$ cat config.mk
export PLATFORM = sky130hd
export DESIGN_NAME = grey_image_mean_variance_normalizer_flat
export DESIGN_NICKNAME = d
export VERILOG_FILES = /design/src/rtl/core/gimvn_pkg.sv /design/src/rtl/core/gimvn_if.sv /design/src/rtl/core/grey_image_mean_variance_normalizer.sv /design/src/rtl/core/gimvn_ctrl.sv /design/src/rtl/core/gimvn_dp.sv /design/src/flat_wrapper.sv
export SDC_FILE = /design/constraint.sdc
export NUM_CORES = 2
export LEC_CHECK = 0
export BUFFER_PORTS_ARGS = -buffer_cell sky130_fd_sc_hd__buf_2
export CAP_MARGIN = 20
export CORE_ASPECT_RATIO = 0.9
export CORE_UTILIZATION = 40
export CTS_CLUSTER_SIZE = 14
export DETAILED_ROUTE_END_ITERATION = 10
export PLACE_DENSITY = 0.67
export REMOVE_ABC_BUFFERS = 1
export SYNTH_ARGS = -nofsm -noshare
export SYNTH_HDL_FRONTEND = slang
export SYNTH_SLANG_ARGS = --single-unit
export TNS_END_PERCENT = 50
$ cat constraint.sdc
create_clock -name clk -period 11.1 [get_ports clk]
set_input_delay 1.11 -clock clk [delete_from_list [all_inputs] [get_ports clk]]
set_output_delay 1.11 -clock clk [all_outputs]
set_load 0.05 [all_outputs]
$ cat src/rtl/core/gimvn_pkg.sv
// Shared types and constants of the grey image mean/variance normalizer.
package gimvn_pkg;

	localparam int PIX_W     = 8;
	localparam int TM_W      = 8;
	localparam int TV_W      = 16;
	localparam int CFG_W     = 16;
	localparam int MEAN_W    = 16;
	localparam int VAR_W     = 24;
	localparam int GAIN_W    = 24;
	localparam int PROD_W    = 40;
	localparam int ROOT_IN_W = 56;
	localparam int ROOT_W    = 28;
	localparam int STAT_W    = 2;

	localparam logic OP_STATS = 1'b0;
	localparam logic OP_NORM  = 1'b1;

	localparam logic REG_TARGET_MEAN = 1'b0;
	localparam logic REG_TARGET_VAR  = 1'b1;

	localparam logic [STAT_W-1:0] STATUS_OK       = 2'd0;
	localparam logic [STAT_W-1:0] STATUS_FLAT     = 2'd1;
	localparam logic [STAT_W-1:0] STATUS_NO_STATS = 2'd2;
	localparam logic [STAT_W-1:0] STATUS_SAT      = 2'd3;

	typedef enum logic [1:0] {
		DIV_MEAN,
		DIV_VAR,
		DIV_GAIN
	} div_sel_t;

	typedef enum logic [3:0] {
		ST_IDLE,
		ST_M_LD,
		ST_M_RUN,
		ST_M_WR,
		ST_V_LD,
		ST_V_RUN,
		ST_SQ,
		ST_V_WR,
		ST_V_CHK,
		ST_G_LD,
		ST_G_RUN,
		ST_R_LD,
		ST_R_RUN,
		ST_COMMIT,
		ST_N_MUL,
		ST_N_OUT
	} state_t;

	typedef struct packed {
		logic     acc;
		logic     cap;
		logic     div_ld;
		div_sel_t div_sel;
		logic     div_step;
		logic     mean_wr;
		logic     mul_en;
		logic     mul_norm;
		logic     var_wr;
		logic     root_ld;
		logic     root_step;
		logic     commit;
		logic     out_load;
	} cmd_t;

	typedef struct packed {
		logic var_zero;
		logic out_free;
	} stat_t;

endpackage

$ cat src/rtl/core/gimvn_if.sv
// Stream channel interfaces for input pixels and normalized pixels.
interface gimvn_in_if;
	logic                          valid;
	logic                          ready;
	logic                          opcode;
	logic [gimvn_pkg::PIX_W-1:0]   pixel_in;
	logic                          last_in;
	modport source (output valid, opcode, pixel_in, last_in, input ready);
	modport sink   (input valid, opcode, pixel_in, last_in, output ready);
endinterface

interface gimvn_out_if;
	logic                          valid;
	logic                          ready;
	logic [gimvn_pkg::PIX_W-1:0]   pixel_out;
	logic                          last_out;
	logic [gimvn_pkg::STAT_W-1:0]  status;
	modport source (output valid, pixel_out, last_out, status, input ready);
	modport sink   (input valid, pixel_out, last_out, status, output ready);
endinterface

$ cat src/rtl/core/grey_image_mean_variance_normalizer.sv
// Top level of the grey image mean/variance normalizer.
// Usage: an image is streamed twice over the pix_in channel, one pixel per beat.
// The first pass (opcode 0) accumulates count, sum and sum of squares at one beat
// per cycle and gives no output; the beat with last_in set closes the pass.
// After that beat the block computes mean, variance and gain: three passes of a
// restoring divider (one quotient bit per cycle) plus a square root, with a
// flat image skipping the gain division and the root; during all this pix_in
// is not ready. The second pass (opcode 1) gives one beat on pix_out per pixel;
// each pixel goes through capture, multiply and result states in turn, one
// pixel at a time since the single multiplier is shared, and the result state
// loads the output register. Configuration writes (target mean at index 0,
// target variance at index 1) are taken on any cycle with cfg_we high and
// should only be made while the block is idle.
// The output register parts the two sides: a new input beat is taken while a
// result waits. When the receiver stalls with a result still waiting, the next
// result holds in the controller until the register frees up.
// Reset clears the accumulators, mean and gain and sets both targets to 100;
// a normalize pass before any statistics gives target_mean with status 2.
module grey_image_mean_variance_normalizer #(
	parameter int MAX_PIXELS = 1048576
) (
	input  logic                          clk,
	input  logic                          arst_n,
	gimvn_in_if.sink                      pix_in,
	gimvn_out_if.source                   pix_out,
	input  logic                          cfg_we,
	input  logic                          cfg_index,
	input  logic [gimvn_pkg::CFG_W-1:0]   cfg_data
);

	// Dividend width covers both the shifted sum of squares and the gain quotient.
	localparam int CNT_W = $clog2(MAX_PIXELS + 1);
	localparam int DVD_W = (CNT_W + 24 > gimvn_pkg::ROOT_IN_W) ?
		CNT_W + 24 : gimvn_pkg::ROOT_IN_W;

	gimvn_pkg::cmd_t  cmd;
	gimvn_pkg::stat_t stat;

	gimvn_ctrl #(
		.DIV_STEPS (DVD_W)
	) u_ctrl (
		.clk       (clk),
		.arst_n    (arst_n),
		.in_valid  (pix_in.valid),
		.in_opcode (pix_in.opcode),
		.in_last   (pix_in.last_in),
		.in_ready  (pix_in.ready),
		.stat      (stat),
		.cmd       (cmd)
	);

	gimvn_dp #(
		.MAX_PIXELS (MAX_PIXELS),
		.DVD_W      (DVD_W)
	) u_dp (
		.clk       (clk),
		.arst_n    (arst_n),
		.cmd       (cmd),
		.stat      (stat),
		.cfg_we    (cfg_we),
		.cfg_index (cfg_index),
		.cfg_data  (cfg_data),
		.pixel_in  (pix_in.pixel_in),
		.last_in   (pix_in.last_in),
		.out_valid (pix_out.valid),
		.out_ready (pix_out.ready),
		.pixel_out (pix_out.pixel_out),
		.last_out  (pix_out.last_out),
		.status    (pix_out.status)
	);

endmodule

$ cat src/rtl/core/gimvn_ctrl.sv
// Controller state machine sequencing accumulation, divisions, root and output.
module gimvn_ctrl #(
	parameter int DIV_STEPS = 56
) (
	input  logic              clk,
	input  logic              arst_n,
	input  logic              in_valid,
	input  logic              in_opcode,
	input  logic              in_last,
	output logic              in_ready,
	input  gimvn_pkg::stat_t  stat,
	output gimvn_pkg::cmd_t   cmd
);

	localparam int CNT_W = $clog2(DIV_STEPS);

	gimvn_pkg::state_t state_q, state_d;
	logic [CNT_W-1:0]  cnt_q;
	logic              cnt_clr, cnt_inc, accept;

	always_ff @(posedge clk or negedge arst_n) begin
		if (!arst_n) begin
			state_q <= gimvn_pkg::ST_IDLE;
			cnt_q   <= '0;
		end else begin
			state_q <= state_d;
			if (cnt_clr)
				cnt_q <= '0;
			else if (cnt_inc)
				cnt_q <= cnt_q + 1'b1;
		end
	end

	assign in_ready = (state_q == gimvn_pkg::ST_IDLE);
	assign accept   = in_valid && in_ready;

	always_comb begin
		state_d = state_q;
		cmd     = '0;
		cnt_clr = 1'b0;
		cnt_inc = 1'b0;
		case (state_q)
			gimvn_pkg::ST_IDLE: begin
				if (accept && in_opcode == gimvn_pkg::OP_STATS) begin
					cmd.acc = 1'b1;
					if (in_last)
						state_d = gimvn_pkg::ST_M_LD;
				end else if (accept) begin
					cmd.cap = 1'b1;
					state_d = gimvn_pkg::ST_N_MUL;
				end
			end
			gimvn_pkg::ST_M_LD: begin
				cmd.div_ld  = 1'b1;
				cmd.div_sel = gimvn_pkg::DIV_MEAN;
				cnt_clr     = 1'b1;
				state_d     = gimvn_pkg::ST_M_RUN;
			end
			gimvn_pkg::ST_M_RUN: begin
				cmd.div_step = 1'b1;
				cnt_inc      = 1'b1;
				if (cnt_q == CNT_W'(DIV_STEPS - 1))
					state_d = gimvn_pkg::ST_M_WR;
			end
			gimvn_pkg::ST_M_WR: begin
				cmd.mean_wr = 1'b1;
				state_d     = gimvn_pkg::ST_V_LD;
			end
			gimvn_pkg::ST_V_LD: begin
				cmd.div_ld  = 1'b1;
				cmd.div_sel = gimvn_pkg::DIV_VAR;
				cnt_clr     = 1'b1;
				state_d     = gimvn_pkg::ST_V_RUN;
			end
			gimvn_pkg::ST_V_RUN: begin
				cmd.div_step = 1'b1;
				cnt_inc      = 1'b1;
				if (cnt_q == CNT_W'(DIV_STEPS - 1))
					state_d = gimvn_pkg::ST_SQ;
			end
			gimvn_pkg::ST_SQ: begin
				cmd.mul_en = 1'b1;
				state_d    = gimvn_pkg::ST_V_WR;
			end
			gimvn_pkg::ST_V_WR: begin
				cmd.var_wr = 1'b1;
				state_d    = gimvn_pkg::ST_V_CHK;
			end
			gimvn_pkg::ST_V_CHK: begin
				state_d = stat.var_zero ? gimvn_pkg::ST_COMMIT : gimvn_pkg::ST_G_LD;
			end
			gimvn_pkg::ST_G_LD: begin
				cmd.div_ld  = 1'b1;
				cmd.div_sel = gimvn_pkg::DIV_GAIN;
				cnt_clr     = 1'b1;
				state_d     = gimvn_pkg::ST_G_RUN;
			end
			gimvn_pkg::ST_G_RUN: begin
				cmd.div_step = 1'b1;
				cnt_inc      = 1'b1;
				if (cnt_q == CNT_W'(DIV_STEPS - 1))
					state_d = gimvn_pkg::ST_R_LD;
			end
			gimvn_pkg::ST_R_LD: begin
				cmd.root_ld = 1'b1;
				cnt_clr     = 1'b1;
				state_d     = gimvn_pkg::ST_R_RUN;
			end
			gimvn_pkg::ST_R_RUN: begin
				cmd.root_step = 1'b1;
				cnt_inc       = 1'b1;
				if (cnt_q == CNT_W'(gimvn_pkg::ROOT_W - 1))
					state_d = gimvn_pkg::ST_COMMIT;
			end
			gimvn_pkg::ST_COMMIT: begin
				cmd.commit = 1'b1;
				state_d    = gimvn_pkg::ST_IDLE;
			end
			gimvn_pkg::ST_N_MUL: begin
				cmd.mul_en   = 1'b1;
				cmd.mul_norm = 1'b1;
				state_d      = gimvn_pkg::ST_N_OUT;
			end
			gimvn_pkg::ST_N_OUT: begin
				if (stat.out_free) begin
					cmd.out_load = 1'b1;
					state_d      = gimvn_pkg::ST_IDLE;
				end
			end
			default: state_d = gimvn_pkg::ST_IDLE;
		endcase
	end

endmodule

$ cat src/rtl/core/gimvn_dp.sv
// Datapath: accumulators, shared divider, square root, multiplier, output register.
module gimvn_dp #(
	parameter int MAX_PIXELS = 1048576,
	parameter int DVD_W      = 56
) (
	input  logic                              clk,
	input  logic                              arst_n,
	input  gimvn_pkg::cmd_t                   cmd,
	output gimvn_pkg::stat_t                  stat,
	input  logic                              cfg_we,
	input  logic                              cfg_index,
	input  logic [gimvn_pkg::CFG_W-1:0]       cfg_data,
	input  logic [gimvn_pkg::PIX_W-1:0]       pixel_in,
	input  logic                              last_in,
	output logic                              out_valid,
	input  logic                              out_ready,
	output logic [gimvn_pkg::PIX_W-1:0]       pixel_out,
	output logic                              last_out,
	output logic [gimvn_pkg::STAT_W-1:0]      status
);

	localparam int CNT_W = $clog2(MAX_PIXELS + 1);
	localparam int SUM_W = CNT_W + 8;
	localparam int SQ_W  = CNT_W + 16;
	localparam int DIV_W = (CNT_W > gimvn_pkg::VAR_W) ? CNT_W : gimvn_pkg::VAR_W;
	localparam int RR_W  = gimvn_pkg::ROOT_W + 4;

	logic [gimvn_pkg::TM_W-1:0]    tm_q;
	logic [gimvn_pkg::TV_W-1:0]    tv_q;
	logic [SUM_W-1:0]              pix_total_q;
	logic [SQ_W-1:0]               sq_total_q;
	logic [CNT_W-1:0]              pix_cnt_q;
	logic [gimvn_pkg::MEAN_W-1:0]  mean_q;
	logic [gimvn_pkg::GAIN_W-1:0]  gain_q;
	logic                          ready_q, flat_q;
	logic [gimvn_pkg::VAR_W-1:0]   var_q;

	logic [DVD_W-1:0]              dvd_q, quo_q;
	logic [DIV_W-1:0]              dvs_q, rem_q;
	logic [DIV_W:0]                rem_sh;
	logic                          q_bit;

	logic [gimvn_pkg::ROOT_IN_W-1:0] root_in_q;
	logic [gimvn_pkg::ROOT_W-1:0]    root_q;
	logic [RR_W-1:0]                 rrem_q, rrem_sh, trial;

	logic [gimvn_pkg::PIX_W-1:0]   px_q;
	logic                          last_q;
	logic [gimvn_pkg::MEAN_W-1:0]  p8, delta;
	logic                          below;
	logic [gimvn_pkg::GAIN_W-1:0]  mul_a;
	logic [gimvn_pkg::MEAN_W-1:0]  mul_b;
	logic [gimvn_pkg::PROD_W-1:0]  prod_s1;

	logic [gimvn_pkg::VAR_W-1:0]   mean_sq, var_raw;
	logic [gimvn_pkg::PROD_W-1:0]  base;
	logic [gimvn_pkg::PROD_W:0]    up_sum;
	logic [gimvn_pkg::PROD_W-1:0]  dn_diff;
	logic [gimvn_pkg::PIX_W-1:0]   res_pix;
	logic [gimvn_pkg::STAT_W-1:0]  res_stat;
	logic                          out_valid_q;

	// Configuration registers.
	always_ff @(posedge clk or negedge arst_n) begin
		if (!arst_n) begin
			tm_q <= gimvn_pkg::TM_W'(100);
			tv_q <= gimvn_pkg::TV_W'(100);
		end else if (cfg_we) begin
			if (cfg_index == gimvn_pkg::REG_TARGET_MEAN)
				tm_q <= cfg_data[gimvn_pkg::TM_W-1:0];
			else
				tv_q <= cfg_data[gimvn_pkg::TV_W-1:0];
		end
	end

	// Accumulators and image statistics.
	always_ff @(posedge clk or negedge arst_n) begin
		if (!arst_n) begin
			pix_total_q <= '0;
			sq_total_q  <= '0;
			pix_cnt_q   <= '0;
			mean_q      <= '0;
			gain_q      <= '0;
			ready_q     <= 1'b0;
			flat_q      <= 1'b0;
		end else begin
			if (cmd.acc && pix_cnt_q < CNT_W'(MAX_PIXELS)) begin
				pix_total_q <= pix_total_q + SUM_W'(pixel_in);
				sq_total_q  <= sq_total_q + SQ_W'({8'h00, pixel_in} * {8'h00, pixel_in});
				pix_cnt_q   <= pix_cnt_q + 1'b1;
			end
			if (cmd.mean_wr)
				mean_q <= quo_q[gimvn_pkg::MEAN_W-1:0];
			if (cmd.commit) begin
				ready_q     <= 1'b1;
				pix_total_q <= '0;
				sq_total_q  <= '0;
				pix_cnt_q   <= '0;
				if (var_q == '0) begin
					flat_q <= 1'b1;
					gain_q <= '0;
				end else begin
					flat_q <= 1'b0;
					gain_q <= (root_q[gimvn_pkg::ROOT_W-1:gimvn_pkg::GAIN_W] != '0) ?
						'1 : root_q[gimvn_pkg::GAIN_W-1:0];
				end
			end
		end
	end

	// Restoring divider, one quotient bit per cycle.
	assign rem_sh = {rem_q, dvd_q[DVD_W-1]};
	assign q_bit  = (rem_sh >= {1'b0, dvs_q});

	always_ff @(posedge clk) begin
		if (cmd.div_ld) begin
			rem_q <= '0;
			quo_q <= '0;
			case (cmd.div_sel)
				gimvn_pkg::DIV_MEAN: begin
					dvd_q <= DVD_W'({pix_total_q, 8'h00});
					dvs_q <= (pix_cnt_q == '0) ? DIV_W'(1) : DIV_W'(pix_cnt_q);
				end
				gimvn_pkg::DIV_VAR: begin
					dvd_q <= DVD_W'({sq_total_q, 8'h00});
					dvs_q <= (pix_cnt_q == '0) ? DIV_W'(1) : DIV_W'(pix_cnt_q);
				end
				default: begin
					dvd_q <= DVD_W'({tv_q, 40'h0});
					dvs_q <= DIV_W'(var_q);
				end
			endcase
		end else if (cmd.div_step) begin
			rem_q <= q_bit ? DIV_W'(rem_sh - {1'b0, dvs_q}) : rem_sh[DIV_W-1:0];
			dvd_q <= {dvd_q[DVD_W-2:0], 1'b0};
			quo_q <= {quo_q[DVD_W-2:0], q_bit};
		end
	end

	// Digit-by-digit square root, two radicand bits per cycle.
	assign rrem_sh = {rrem_q[RR_W-3:0], root_in_q[gimvn_pkg::ROOT_IN_W-1 -: 2]};
	assign trial   = RR_W'({root_q, 2'b01});

	always_ff @(posedge clk) begin
		if (cmd.root_ld) begin
			root_in_q <= quo_q[gimvn_pkg::ROOT_IN_W-1:0];
			root_q    <= '0;
			rrem_q    <= '0;
		end else if (cmd.root_step) begin
			root_in_q <= {root_in_q[gimvn_pkg::ROOT_IN_W-3:0], 2'b00};
			if (rrem_sh >= trial) begin
				rrem_q <= rrem_sh - trial;
				root_q <= {root_q[gimvn_pkg::ROOT_W-2:0], 1'b1};
			end else begin
				rrem_q <= rrem_sh;
				root_q <= {root_q[gimvn_pkg::ROOT_W-2:0], 1'b0};
			end
		end
	end

	// Shared multiplier: mean squared during statistics, gain times distance otherwise.
	assign p8    = {px_q, 8'h00};
	assign below = (p8 <= mean_q);
	assign delta = below ? mean_q - p8 : p8 - mean_q;
	assign mul_a = cmd.mul_norm ? gain_q : gimvn_pkg::GAIN_W'(mean_q);
	assign mul_b = cmd.mul_norm ? delta : mean_q;

	always_ff @(posedge clk) begin
		if (cmd.cap) begin
			px_q   <= pixel_in;
			last_q <= last_in;
		end
		if (cmd.mul_en)
			prod_s1 <= {16'h0000, mul_a} * {24'h000000, mul_b};
	end

	// Variance from the mean of squares and the squared mean.
	assign mean_sq = prod_s1[31:8];
	assign var_raw = quo_q[gimvn_pkg::VAR_W-1:0];

	always_ff @(posedge clk) begin
		if (cmd.var_wr)
			var_q <= (var_raw >= mean_sq) ? var_raw - mean_sq : '0;
	end

	// Result of one normalized pixel.
	assign base    = gimvn_pkg::PROD_W'({tm_q, 24'h0});
	assign up_sum  = {1'b0, base} + {1'b0, prod_s1};
	assign dn_diff = base - prod_s1;

	always_comb begin
		res_pix  = tm_q;
		res_stat = gimvn_pkg::STATUS_OK;
		if (!ready_q) begin
			res_stat = gimvn_pkg::STATUS_NO_STATS;
		end else if (flat_q) begin
			res_stat = gimvn_pkg::STATUS_FLAT;
		end else if (below) begin
			if (prod_s1 > base) begin
				res_pix  = '0;
				res_stat = gimvn_pkg::STATUS_SAT;
			end else begin
				res_pix = dn_diff[31:24];
			end
		end else begin
			if (up_sum[gimvn_pkg::PROD_W:32] != '0) begin
				res_pix  = '1;
				res_stat = gimvn_pkg::STATUS_SAT;
			end else begin
				res_pix = up_sum[31:24];
			end
		end
	end

	always_ff @(posedge clk or negedge arst_n) begin
		if (!arst_n)
			out_valid_q <= 1'b0;
		else if (cmd.out_load)
			out_valid_q <= 1'b1;
		else if (out_ready)
			out_valid_q <= 1'b0;
	end

	always_ff @(posedge clk) begin
		if (cmd.out_load) begin
			pixel_out <= res_pix;
			last_out  <= last_q;
			status    <= res_stat;
		end
	end

	assign out_valid     = out_valid_q;
	assign stat.var_zero = (var_q == '0);
	assign stat.out_free = !out_valid_q || out_ready;

	a_commit_clears: assert property (@(posedge clk) disable iff (!arst_n)
		cmd.commit |=> ready_q && pix_cnt_q == '0)
		else $error("commit did not publish statistics and clear the accumulators");

	a_one_unit: assert property (@(posedge clk) disable iff (!arst_n)
		!(cmd.div_step && cmd.root_step))
		else $error("divider and root stepped in the same cycle");

	a_no_overwrite: assert property (@(posedge clk) disable iff (!arst_n)
		cmd.out_load |-> (!out_valid_q || out_ready))
		else $error("output register overwritten while held");

	a_flat_gain: assert property (@(posedge clk) disable iff (!arst_n)
		flat_q |-> gain_q == '0)
		else $error("flat image with nonzero gain");

endmodule

$ cat src/flat_wrapper.sv
// flat-port wrapper written by rule: the top's interface ports become plain ports
module grey_image_mean_variance_normalizer_flat 
#(
	parameter int MAX_PIXELS = 1048576
)
  (clk, arst_n, cfg_we, cfg_index, cfg_data, pix_in_valid, pix_in_opcode, pix_in_pixel_in, pix_in_last_in, pix_in_ready, pix_out_valid, pix_out_pixel_out, pix_out_last_out, pix_out_status, pix_out_ready);
  gimvn_in_if pix_in_i ();
  gimvn_out_if pix_out_i ();
  input  logic clk;
  input  logic arst_n;
  input  logic cfg_we;
  input  logic cfg_index;
  input  logic [gimvn_pkg::CFG_W-1:0] cfg_data;
  input wire logic [$bits(pix_in_i.valid)-1:0] pix_in_valid;
  input wire logic [$bits(pix_in_i.opcode)-1:0] pix_in_opcode;
  input wire logic [$bits(pix_in_i.pixel_in)-1:0] pix_in_pixel_in;
  input wire logic [$bits(pix_in_i.last_in)-1:0] pix_in_last_in;
  output wire logic [$bits(pix_in_i.ready)-1:0] pix_in_ready;
  output wire logic [$bits(pix_out_i.valid)-1:0] pix_out_valid;
  output wire logic [$bits(pix_out_i.pixel_out)-1:0] pix_out_pixel_out;
  output wire logic [$bits(pix_out_i.last_out)-1:0] pix_out_last_out;
  output wire logic [$bits(pix_out_i.status)-1:0] pix_out_status;
  input wire logic [$bits(pix_out_i.ready)-1:0] pix_out_ready;
  assign pix_in_i.valid = pix_in_valid;
  assign pix_in_i.opcode = pix_in_opcode;
  assign pix_in_i.pixel_in = pix_in_pixel_in;
  assign pix_in_i.last_in = pix_in_last_in;
  assign pix_in_ready = pix_in_i.ready;
  assign pix_out_valid = pix_out_i.valid;
  assign pix_out_pixel_out = pix_out_i.pixel_out;
  assign pix_out_last_out = pix_out_i.last_out;
  assign pix_out_status = pix_out_i.status;
  assign pix_out_i.ready = pix_out_ready;
  grey_image_mean_variance_normalizer #(.MAX_PIXELS(MAX_PIXELS)) u_core (.clk(clk), .arst_n(arst_n), .pix_in(pix_in_i), .pix_out(pix_out_i), .cfg_we(cfg_we), .cfg_index(cfg_index), .cfg_data(cfg_data));
endmodule
==> key figures <==
Clock tree
  – CTS resizes: 0
  – Hold-fix buffers, CTS: 0
  – Clk Latency, worst-skew pair: 0.63 ns
  – H-tree depth: 2
  – CTS tree: done
  – # Post-CTS Setup Buffers: 0
  – CTS Buf Count: 51
  – Clock Sinks: 514
  – CTS Buffer Depth: 3
  – CTS root buf: clkbuf_16
  – Clk pin slew, worst setup/hold paths: 0.06 ns

Drt
  – 1st-pass router iterations: 6
  – Routed WL per cell: 18.53 um
  – Antenna Violating Nets Remaining: 0
  – Vias per Instance: approximately 5.4
  – DRC viols: 0
  – Routed WL: 109700 um
  – Drt initial violations: 2927
  – DR vias: 32050

Synthesis
  – Synth warn: 0
  – Netlist cell types: about 100
  – Most used DFF post-synth: edfxtp_1
  – Post-synth EDFFs: 212
  – Seq cells post-synth: 514
  – Synth Cell Area: 0.04151 mm^2
  – Async SR Flop Fraction: 0.3191
  – Seq/Total Area, Yosys: 0.3190
  – Cell count after synthesis: 4551
  – Mapped Avg Cell Area: roughly 9.1 um^2

Layout
  – Final Non-Filler Cells: 5919
  – FF+latch area: 0.01324 mm^2
  – Nets: 5181
  – Design area: 0.04495 mm^2
  – Most common cell after layout, fill and taps aside: nand2_1
  – FILL cells: around 9800
  – Most frequent cells in the layout: 777 x nand2_1, 566 x inv_1, 350 x fa_1
  – Multi-input combinational cell area: 0.02548 mm^2
  – Layout cells sized above 1: 0.06903
  – # diodes: 0
  – Layout area overhead: 8.284%
  – Utilization after layout: 0.4391

Worst setup path
  – Crit-path slowest cell: fa_1
  – Critical path data arrival time: 10.33 ns
  – WP data required: approximately 11 ns
  – CP Max Fanout: 19
  – Worst stage delay on the critical path: 0.57 ns
  – CP most frequent cell: fa_1
  – Worst Setup End Kind: flop
  – Worst setup SP type: flop
  – Crit path kind: flop to flop

Floorplanning
  – Die footprint: 0.1051 mm^2
  – I/O Pins: 45
  – Die Ht: between 300 and 400 um
  – FP Rows: 111
  – Die X: 341.6 um
  – Initial core utilization: 0.4055
  – Placeable core region: slightly above 0.1 mm^2

Global routing
  – Total grt overflow: 0
  – Vias in the first global route: 31260
  – Initial antenna violation count: 4
  – Largest net degree at the start of global routing: 99
  – Aggregate global-route resource usage: 0.2111
  – Global-route wire length before repair: 176400 um

Min path
  – Worst hold path class: flop to flop

Place
  – I/O Buffers: 44
  – Cell Area, Placed: 0.04325 mm^2
  – Cells after DPL: 5822
  – Gpl congestion: 0.9579
  – Hpwl dp: 82560 um

STA
  – Tmin final: approximately 10 ns
  – Final worst path period share: 0.8977
  – Setup TNS: 0 ns
  – Slew @ Worst Pin: 1.153 ns
  – RSZ-0062 raised after global routing: false
  – Final slew viol count: 0
  – Hold Fails Final Rpt: 0
  – Final setup vio count: 0
  – Clock skew: between 0.02 and 0.025 ns
  – Fmax: roughly 0.1 GHz
  – Relative slew slack: 0.2231

Power and ir drop
  – Int Pwr: 3.113 mW
  – Clock power frac: 0.434
  – Combinational share of power: 0.083
  – Peak VDD IR: 0.1194 mV
  – Pwr/cell area: 91.52 mW/mm^2
  – Switching power: 1.001 mW
  – Switching share of power: 0.2432
  – Flop pwr share: 0.483
  – Lkg Pwr: 20.56 nW

Flow run
  – Maximum Capacitance Violations: 0

Outcome
  – Status: completed
metal layers:
metal / wire length (um) / vias up / track usage
li1: - / 15060 / -
met1: 51710 / 15780 / 0.3148
met2: 47960 / 1050 / 0.3219
met3: 7604 / 160 / 0.02963
met4: 2408 / 4 / 0.04808
met5: 22 / - / 0
synthesized netlist by cell type (all sizes together) (9+ instances only):
library cell	n	area, um^2
edfxtp	212	6366
nand4	33	206.5
nand2	780	2933
o31ai	41	307.8
o21ai	236	1181
a31oi	19	118.9
clkbuf	152	570.6
o21bai	21	157.7
o211ai	13	97.59
o22ai	33	212.7
dfxtp	138	2763
nand3	83	420.4
or3	21	131.4
o21a	28	210.2
or2	13	81.33
buf	40	185.2
nor4	26	183.9
a2111oi	9	118.9
xor2	82	725.7
and2	58	365.3
mux2	44	495.5
a211oi	13	120.1
inv	566	2125
and3	37	231.5
dfrtp	158	3954
nand2b	33	206.5
a32oi	9	78.83
nor2	336	1269
a21boi	12	93.84
nor2b	28	175.2
fa	350	7007
xnor2	104	940.9
ha	279	3491
a21o	66	500.5
nor3	54	270.3
a21oi	212	1072
mux2i	69	690.7
a22o	20	175.2
cell families after synthesis:
logic type | count (synthesis) | share of synthesized area
and+or+nand+nor | 1528 | 0.1615
AOI/OAI and AO/OA | 821 | 0.1283
buffers and inverters | 760 | 0.06957
adders and majority gates | 629 | 0.2529
DFF | 514 | 0.3190
xor gates and xnor gates | 186 | 0.04015
muxes | 113 | 0.02858
final timing paths:
kind	slack (ns)	to	from	cells after the start
min reg2reg	0.42	u_core.u_dp.last_out$_DFFE_PP_	u_core.u_dp.last_q$_DFFE_PP_	0
min	0.42	u_core.u_dp.last_out$_DFFE_PP_	u_core.u_dp.last_q$_DFFE_PP_	0
max	1.14	u_core.u_dp.prod_s1[39]$_DFFE_PP_	u_core.u_dp.mean_q[0]$_DFFE_PN0P_	32
min in group asynchronous	0.50	u_core.u_dp.tv_q[15]$_DFFE_PN0P_	arst_n	1
max reg2reg	1.14	u_core.u_dp.prod_s1[39]$_DFFE_PP_	u_core.u_dp.mean_q[0]$_DFFE_PN0P_	32
max in group asynchronous	8.70	u_core.u_dp.gain_q[16]$_DFFE_PN0P_	arst_n	3
power by group through the flow:
stage               clock network [mW]  registers [mW]  logic (mW)
finish                            1.78            1.99       0.343
global route                      1.89            1.99       0.390
CTS                               1.81            1.99       0.343
detailed placement                   0            2.03       0.338
global placement                     0            2.03       0.333
floorplan                            0            2.02       0.241
sequential cells by signal, summed over array words and instances, names as in the netlist, 16 cells and up:
name	flops
u_core.u_dp.quo_q	56
u_core.u_dp.root_in_q	56
u_core.u_dp.var_q	24
u_core.u_dp.sq_total_q	37
u_core.u_dp.pix_total_q	29
u_core.u_dp.gain_q	24
u_core.u_dp.rrem_q	30
u_core.u_dp.dvd_q	48
u_core.u_dp.rem_q	24
u_core.u_dp.pix_cnt_q	21
u_core.u_dp.tv_q	16
u_core.u_dp.root_q	28
u_core.u_dp.mean_q	16
u_core.u_dp.dvs_q	24
u_core.u_dp.prod_s1	40
critical path: cells and delay by family (launching register included):
family          cells  cell delay, ns
compound gates      9            2.74
fa+ha+maj           8            3.80
simple gates        8            1.85
buf+inv             5            0.68
flops               1            0.32
xor+xnor            2            0.31
metrics by stage:
step,hold WS (ns),power (mW),setup slack [ns]
global placement,0.4025,2.358,1.513
global route,0.4419,4.264,0.7131
finish,0.4196,4.113,1.135
detailed placement,0.4062,2.364,1.250
floorplan,0.4003,2.263,1.057
CTS,0.4215,4.144,1.234
layout make-up:
class                   count  share of cell area
multi-input cells        3277              0.5669
flip-flops and latches    514              0.2946
inverters                 568             0.04746
well taps                1356             0.03775
clock buffers              69             0.03129
repair buffers            108             0.01573
clock inverters            27            0.006236
(Power assumes the default switching activity.)
